<file path="config.mk">
export PLATFORM = sky130hd
export DESIGN_NAME = shell_command_line_lexer_unit
export DESIGN_NICKNAME = d
export VERILOG_FILES = /design/src/design/slcl_pkg.sv /design/src/design/slcl_queue.sv /design/src/design/slcl_front.sv /design/src/design/slcl_back.sv /design/src/design/shell_command_line_lexer_unit.sv
export SDC_FILE = /design/constraint.sdc
export NUM_CORES = 1
export LEC_CHECK = 0
export BUFFER_PORTS_ARGS = -buffer_cell sky130_fd_sc_hd__buf_2
export CORE_UTILIZATION = 50
export DETAILED_ROUTE_END_ITERATION = 6
export PLACE_DENSITY = 0.66
export REMOVE_ABC_BUFFERS = 1
export SETUP_SLACK_MARGIN = 0.3
export SLEW_MARGIN = 10
export SYNTH_ARGS = -nofsm -noshare
export SYNTH_HDL_FRONTEND = slang
export SYNTH_HIERARCHICAL = 1
export SYNTH_SLANG_ARGS = --single-unit
</file>
<file path="constraint.sdc">
create_clock -name clk -period 11.3 [get_ports clk]
set_input_delay 1.695 -clock clk [delete_from_list [all_inputs] [get_ports clk]]
set_output_delay 1.695 -clock clk [all_outputs]
set_load 0.02 [all_outputs]
</file>
<file path="src/design/slcl_pkg.sv">
// ----------------------------------------------------------------------------
// Shell command line lexer package
// Widths, codes, result types and helpers shared by the lexer modules.
// ----------------------------------------------------------------------------
package slcl_pkg;

  localparam int MAX_LINE    = 4096;
  localparam int POS_W       = $clog2(MAX_LINE + 1);
  localparam int START_W     = 12;
  localparam int LEN_W       = 13;
  localparam int RES_SLOTS   = 3;
  localparam int QUEUE_DEPTH = 4;
  localparam int QUEUE_AW    = $clog2(QUEUE_DEPTH);

  localparam logic [1:0] ST_OK    = 2'd0;
  localparam logic [1:0] ST_QUOTE = 2'd1;
  localparam logic [1:0] ST_LONG  = 2'd2;

  localparam logic [7:0] CH_NUL    = 8'h00;
  localparam logic [7:0] CH_TAB    = 8'h09;
  localparam logic [7:0] CH_SPACE  = 8'h20;
  localparam logic [7:0] CH_DQUOTE = 8'h22;
  localparam logic [7:0] CH_SQUOTE = 8'h27;
  localparam logic [7:0] CH_LESS   = 8'h3C;
  localparam logic [7:0] CH_GREAT  = 8'h3E;
  localparam logic [7:0] CH_PIPE   = 8'h7C;

  typedef logic [POS_W-1:0] pos_t;

  typedef struct packed {
    logic [START_W-1:0] tok_start;
    logic [LEN_W-1:0]   tok_len;
    logic               is_end;
    logic [1:0]         status;
  } result_t;

  typedef struct packed {
    result_t [RES_SLOTS-1:0] res;
    logic [1:0]              count;
  } bundle_t;

  function automatic result_t make_tok(pos_t start, pos_t len, logic is_end,
                                       logic [1:0] status);
    logic [POS_W+START_W-1:0] s_wide;
    logic [POS_W+LEN_W-1:0]   l_wide;
    result_t r;
    s_wide = {{START_W{1'b0}}, start};
    l_wide = {{LEN_W{1'b0}}, len};
    r.tok_start = s_wide[START_W-1:0];
    r.tok_len   = l_wide[LEN_W-1:0];
    r.is_end    = is_end;
    r.status    = status;
    return r;
  endfunction

endpackage

</file>
<file path="src/design/slcl_queue.sv">
// ----------------------------------------------------------------------------
// Lexer result queue
// Small FIFO of result bundles between the classifier and the emitter.
// ----------------------------------------------------------------------------
module slcl_queue (
  input  logic              clk,
  input  logic              rst,
  input  logic              push,
  input  slcl_pkg::bundle_t push_data,
  output logic              full,
  input  logic              pop,
  output slcl_pkg::bundle_t pop_data,
  output logic              empty
);

  slcl_pkg::bundle_t               mem [slcl_pkg::QUEUE_DEPTH];
  logic [slcl_pkg::QUEUE_AW-1:0]   wr_ptr;
  logic [slcl_pkg::QUEUE_AW-1:0]   rd_ptr;
  logic [slcl_pkg::QUEUE_AW:0]     count;

  assign full     = (count == (slcl_pkg::QUEUE_AW + 1)'(slcl_pkg::QUEUE_DEPTH));
  assign empty    = (count == '0);
  assign pop_data = mem[rd_ptr];

  always_ff @(posedge clk) begin
    if (rst) begin
      wr_ptr <= '0;
      rd_ptr <= '0;
      count  <= '0;
    end else begin
      if (push) begin
        wr_ptr <= wr_ptr + slcl_pkg::QUEUE_AW'(1);
      end
      if (pop) begin
        rd_ptr <= rd_ptr + slcl_pkg::QUEUE_AW'(1);
      end
      if (push && !pop) begin
        count <= count + (slcl_pkg::QUEUE_AW + 1)'(1);
      end else if (pop && !push) begin
        count <= count - (slcl_pkg::QUEUE_AW + 1)'(1);
      end
    end
  end

  always_ff @(posedge clk) begin
    if (push) begin
      mem[wr_ptr] <= push_data;
    end
  end

endmodule

</file>
<file path="src/design/slcl_front.sv">
// ----------------------------------------------------------------------------
// Lexer front end
// Accepts one byte per cycle while the queue is not full, tracks word, quote
// and operator state, and builds the bundle of results that the byte causes.
// ----------------------------------------------------------------------------
module slcl_front (
  input  logic              clk,
  input  logic              rst,
  input  logic              ch_valid,
  output logic              ch_ready,
  input  logic [7:0]        ch,
  input  logic              full,
  output logic              push,
  output slcl_pkg::bundle_t push_data
);

  typedef enum logic [1:0] {Q_NONE, Q_SINGLE, Q_DOUBLE} quote_t;
  typedef enum logic [1:0] {OP_NONE, OP_LESS, OP_GREATER} op_t;

  localparam slcl_pkg::pos_t MAX_POS = slcl_pkg::POS_W'(slcl_pkg::MAX_LINE);
  localparam slcl_pkg::pos_t ONE     = slcl_pkg::POS_W'(1);
  localparam slcl_pkg::pos_t TWO     = slcl_pkg::POS_W'(2);

  slcl_pkg::pos_t position, position_next;
  slcl_pkg::pos_t word_length, word_length_next;
  quote_t         quote_kind, quote_kind_next;
  op_t            pending, pending_next;
  logic           overflow, overflow_next;

  slcl_pkg::bundle_t bundle;
  logic [1:0]        n;
  logic [1:0]        end_status;
  logic              done;
  logic [7:0]        held;
  logic [7:0]        closer;
  logic              accept;

  assign ch_ready  = !full;
  assign accept    = ch_valid && ch_ready;
  assign push      = accept && (n != 2'd0);
  assign push_data = bundle;

  always_comb begin
    position_next    = position;
    word_length_next = word_length;
    quote_kind_next  = quote_kind;
    pending_next     = pending;
    overflow_next    = overflow;
    bundle           = '0;
    n                = 2'd0;
    end_status       = slcl_pkg::ST_OK;
    done             = 1'b0;
    held             = (pending == OP_LESS) ? slcl_pkg::CH_LESS : slcl_pkg::CH_GREAT;
    closer           = (quote_kind == Q_SINGLE) ? slcl_pkg::CH_SQUOTE : slcl_pkg::CH_DQUOTE;

    if (ch == slcl_pkg::CH_NUL) begin
      if (pending != OP_NONE) begin
        bundle.res[n] = slcl_pkg::make_tok(position - ONE, ONE, 1'b0, slcl_pkg::ST_OK);
        n = n + 2'd1;
      end
      if (quote_kind != Q_NONE) begin
        end_status = slcl_pkg::ST_QUOTE;
      end else if (word_length != '0) begin
        bundle.res[n] = slcl_pkg::make_tok(position - word_length, word_length, 1'b0,
                                           slcl_pkg::ST_OK);
        n = n + 2'd1;
      end
      if (overflow) begin
        end_status = slcl_pkg::ST_LONG;
      end
      bundle.res[n] = slcl_pkg::make_tok('0, '0, 1'b1, end_status);
      n = n + 2'd1;
      position_next    = '0;
      word_length_next = '0;
      quote_kind_next  = Q_NONE;
      pending_next     = OP_NONE;
      overflow_next    = 1'b0;
    end else if (position >= MAX_POS) begin
      overflow_next = 1'b1;
    end else begin
      if (pending != OP_NONE) begin
        pending_next = OP_NONE;
        if (ch == held) begin
          bundle.res[n] = slcl_pkg::make_tok(position - ONE, TWO, 1'b0, slcl_pkg::ST_OK);
          done = 1'b1;
        end else begin
          bundle.res[n] = slcl_pkg::make_tok(position - ONE, ONE, 1'b0, slcl_pkg::ST_OK);
        end
        n = n + 2'd1;
      end
      if (!done) begin
        if (quote_kind != Q_NONE) begin
          word_length_next = word_length + ONE;
          if (ch == closer) begin
            quote_kind_next = Q_NONE;
          end
        end else if (ch == slcl_pkg::CH_SPACE || ch == slcl_pkg::CH_TAB ||
                     ch == slcl_pkg::CH_PIPE || ch == slcl_pkg::CH_LESS ||
                     ch == slcl_pkg::CH_GREAT) begin
          if (word_length != '0) begin
            bundle.res[n] = slcl_pkg::make_tok(position - word_length, word_length, 1'b0,
                                               slcl_pkg::ST_OK);
            n = n + 2'd1;
            word_length_next = '0;
          end
          if (ch == slcl_pkg::CH_PIPE) begin
            bundle.res[n] = slcl_pkg::make_tok(position, ONE, 1'b0, slcl_pkg::ST_OK);
            n = n + 2'd1;
          end else if (ch == slcl_pkg::CH_LESS) begin
            pending_next = OP_LESS;
          end else if (ch == slcl_pkg::CH_GREAT) begin
            pending_next = OP_GREATER;
          end
        end else begin
          word_length_next = word_length + ONE;
          if (ch == slcl_pkg::CH_SQUOTE) begin
            quote_kind_next = Q_SINGLE;
          end else if (ch == slcl_pkg::CH_DQUOTE) begin
            quote_kind_next = Q_DOUBLE;
          end
        end
      end
      position_next = position + ONE;
    end
    bundle.count = n;
  end

  always_ff @(posedge clk) begin
    if (rst) begin
      position    <= '0;
      word_length <= '0;
      quote_kind  <= Q_NONE;
      pending     <= OP_NONE;
      overflow    <= 1'b0;
    end else if (accept) begin
      position    <= position_next;
      word_length <= word_length_next;
      quote_kind  <= quote_kind_next;
      pending     <= pending_next;
      overflow    <= overflow_next;
    end
  end

endmodule

</file>
<file path="src/design/slcl_back.sv">
// ----------------------------------------------------------------------------
// Lexer back end
// Unpacks queued bundles into single results through an output register,
// one per cycle unless the receiver stalls with res_ready low.
// ----------------------------------------------------------------------------
module slcl_back (
  input  logic                              clk,
  input  logic                              rst,
  input  logic                              empty,
  input  slcl_pkg::bundle_t                 head,
  output logic                              pop,
  output logic                              res_valid,
  input  logic                              res_ready,
  output logic [slcl_pkg::START_W-1:0]      tok_start,
  output logic [slcl_pkg::LEN_W-1:0]        tok_len,
  output logic                              is_end,
  output logic [1:0]                        status,
  output logic                              last
);

  logic [1:0]        sel;
  logic              load;
  logic              last_slot;
  slcl_pkg::result_t cur;

  assign load      = !empty && (!res_valid || res_ready);
  assign last_slot = (sel == head.count - 2'd1);
  assign pop       = load && last_slot;
  assign cur       = head.res[sel];

  always_ff @(posedge clk) begin
    if (rst) begin
      res_valid <= 1'b0;
      sel       <= 2'd0;
    end else if (load) begin
      res_valid <= 1'b1;
      sel       <= last_slot ? 2'd0 : sel + 2'd1;
    end else if (res_ready) begin
      res_valid <= 1'b0;
    end
  end

  always_ff @(posedge clk) begin
    if (load) begin
      tok_start <= cur.tok_start;
      tok_len   <= cur.tok_len;
      is_end    <= cur.is_end;
      status    <= cur.status;
      last      <= last_slot;
    end
  end

endmodule

</file>
<file path="src/design/shell_command_line_lexer_unit.sv">
// ----------------------------------------------------------------------------
// Shell command line lexer
// Splits a zero-terminated command line into word and operator tokens
// given as offset and length, then an end-of-line result with a status.
//
//   channel  direction  handshake              payload
//   ch       in         ch_valid / ch_ready    ch
//   res      out        res_valid / res_ready  tok_start tok_len is_end status last
//
// One byte is accepted per cycle while the 4-entry bundle queue has room.
// Results leave one per cycle from the output register unless res_ready stalls
// them; a byte that causes more than one result holds its queue entry until the
// last is loaded. A byte's results pass the bundle queue, then the output register.
// Reset is synchronous, with no clearing pass. Either side may stall independently.
// ----------------------------------------------------------------------------
module shell_command_line_lexer_unit (
  input  logic                         clk,
  input  logic                         rst,
  input  logic                         ch_valid,
  output logic                         ch_ready,
  input  logic [7:0]                   ch,
  output logic                         res_valid,
  input  logic                         res_ready,
  output logic [slcl_pkg::START_W-1:0] tok_start,
  output logic [slcl_pkg::LEN_W-1:0]   tok_len,
  output logic                         is_end,
  output logic [1:0]                   status,
  output logic                         last
);

  logic              push;
  logic              pop;
  logic              full;
  logic              empty;
  slcl_pkg::bundle_t push_data;
  slcl_pkg::bundle_t head;

  slcl_front u_front (
    .clk       (clk),
    .rst       (rst),
    .ch_valid  (ch_valid),
    .ch_ready  (ch_ready),
    .ch        (ch),
    .full      (full),
    .push      (push),
    .push_data (push_data)
  );

  slcl_queue u_queue (
    .clk       (clk),
    .rst       (rst),
    .push      (push),
    .push_data (push_data),
    .full      (full),
    .pop       (pop),
    .pop_data  (head),
    .empty     (empty)
  );

  slcl_back u_back (
    .clk       (clk),
    .rst       (rst),
    .empty     (empty),
    .head      (head),
    .pop       (pop),
    .res_valid (res_valid),
    .res_ready (res_ready),
    .tok_start (tok_start),
    .tok_len   (tok_len),
    .is_end    (is_end),
    .status    (status),
    .last      (last)
  );

endmodule

</file>
==> impl_metrics.ini <==
[clock_network]
post_cts_resize_count = 0
cts_tree = built
clock-root-buffer = clkbuf_16
clk_transition_reported_paths_ps = 60
htree_levels = 2
clk_latency_ps = 550
post_cts_buffers = 0
cts.sinks = 416
cts_buffers = 44
cts_buffer_depth = 3
cts_hold_buf = 0

[power]
p_total_mw = 3.45
p_leak_nw = 6.47
vdd_drop_max_v = 0.000130
power_density_nw_per_um2 = 170

[synth]
synth_edf_count = 373
ys_ff_latch = 416
synth_area_um2 = 18400
ys.flop_type = edfxtp_1
synth_top_area_share_pct = 60.9
syn-instance-count = 1188
yosys_warnings = 6
synth_cell_types = 85
synth_area_leaders = edfxtp_1 (61%), mux4_2 (11%), dfxtp_1 (4.7%)
synth_area_per_cell_um2 = 15.5
synth-seq-area-share_pct = 65.6
synth_top_cell_by_area = edfxtp_1
synthArstFlopShare_pct = 0

[critical_path]
cp.required_ps = 11470
critPathBufInv = 2
arrival_ps = 5930
path_cells = buf_2, nor4_2, a21oi_1, nand2_1, nor2_1, o211ai_1, a41oi_1, and2_4, buf_4
reg2regPathDepth = 12
setup.worst_path.start_class = input pin
critPathMaxFanout = 47
crit_type = input pin to flip-flop
slowest_stage = buf_4
critPathTopFamily = simple AND/OR/NAND/NOR gates
endpoint_kind = flip-flop
critPathMaxStageDelay_ps = 740
cp_num_cells = 9

[sta]
drv_slew = 0
setup_viol = 0
period_share_pct = 51.0
post-route-worst-setup-slack_ps = 5530
setup_tns_ps = 0
whs_ps = 511
slew_headroom_pct = 21.3
period_needed_ps = 5770
rsz0062_at_grt = no
fmax_mhz = 173
hold_viol = 0
finClkSkew_ps = 17.6
tightest_slew_ps = 1170

[finish]
final_common_cell = edfxtp_1
n_antenna_cell = 0
final_layout_size_suffix_gt1_share_pct = 19.2
multiInputGateArea_um2 = 5800
areaGrowthSynthToFinish_pct = 10.5
finish.utilization_pct = 56.6
final_cells = 1721
nets = 1263
fillers = 2843
final_cell_mix = edfxtp_1 (373), mux4_2 (86), nand2_1 (74)
register_area_um2 = 12100
finalInstanceArea_um2 = 20300

[grt]
grt_pass1_vias = 10500
grt_use_total_pct = 21.9
grt_max_degree = 50
grt_pass1_wl_mm = 62.2
grt_overflow_total = 0
antenna_found_initial = 0

[route]
dr.pass1.iters = 5
drc = 0
num_vias = 10300
finalWirelength_mm = 40.2
drt_iter0_drc = 1189
wl_per_cell_um = 23.4
ant_nets = 0
vias_per_cell = 5.99

[floorplanning]
core_area_um2 = 35900
die_w_um = 194
fp.dieH_um = 194
io_pins = 43
rows = 69
dieArea_um2 = 37600
initial_core_util_pct = 51.2

[worst_hold_path]
hold_depth = 2
min_path_type = flip-flop to flip-flop

[placement]
place_inst = 1639
globalplace.congestion = 0.940
dpl_cell_area_um2 = 18900
hpwl_mm = 25.2
io_buffers = 42
place_ws_ps = 5080

[flow_run]
max-cap-violations = 0

[outcome]
status = complete, no violations
## worst paths after layout
path / startpoint / to / slack (ps)
setup / recovery: ch[2] / u_queue/mem[3][76] / 5530
hold / removal: u_queue/count[2] / u_queue/count[2] / 510
setup reg to reg: u_front/word_length[1] / u_queue/mem[3][76] / 5820
hold reg to reg: u_queue/count[2] / u_queue/count[2] / 510
## logic make-up after synthesis
| logic type | synth area share, % |
|---|---|
| xor+xnor | 1.71 |
| mux | 12.3 |
| buf+inv | 3.26 |
| other cells | 0.0204 |
| flops | 65.6 |
| simple gates | 8.58 |
| compound gates | 6.69 |
| fa+ha+maj | 1.92 |
## synthesized netlist by cell type, drive strengths merged, types with 15 or more instances
| cell type | count |
|---|---|
| a21oi | 30 |
| and2 | 24 |
| buf | 44 |
| clkbuf | 30 |
| dfxtp | 43 |
| edfxtp | 373 |
| ha | 25 |
| inv | 35 |
| mux2i | 32 |
| mux4 | 86 |
| nand2 | 76 |
| nand3 | 15 |
| nor2 | 73 |
| nor3 | 36 |
| o21ai | 66 |
| xnor2 | 24 |
## tightest hold or removal path: stages (launching register included)
cell	delay [ps]
dfxtp_1	330
o21ai_0	80
a21oi_1	60
## cell type report
type | count | share of cell area, %
inverter | 35 | 0.646
timing repair buffer | 53 | 1.44
sequential | 416 | 59.3
clock buffer | 54 | 5.86
clock inverter | 28 | 1.38
tap | 461 | 2.84
multi-input combinational | 674 | 28.5
## flip-flops by register name, indices dropped and copies added, names as in the netlist, 2 cells and up, named ones only
| register | count |
|---|---|
| u_front/quote_kind | 2 |
| u_queue/rd_ptr | 2 |
| u_back/tok_start | 12 |
| u_front/pending | 2 |
| u_front/position | 13 |
| u_back/status | 2 |
| u_front/word_length | 13 |
| u_queue/wr_ptr | 2 |
| u_back/tok_len | 13 |
| u_back/sel | 2 |
| u_queue/count | 3 |
| u_queue/mem | 344 |
## power breakdown
group,switching [mW],total [mW],internal [mW]
logic,0.183,0.291,0.108
registers,0.0221,1.72,1.69
clock network,0.579,1.45,0.866
## layer usage
metal,track usage (%),routed length (µm)
met1,31.3,18000
met2,34.4,18700
met3,4.14,2560
met4,6.44,911
met5,0,0
Power figures use the tool's default switching activity.
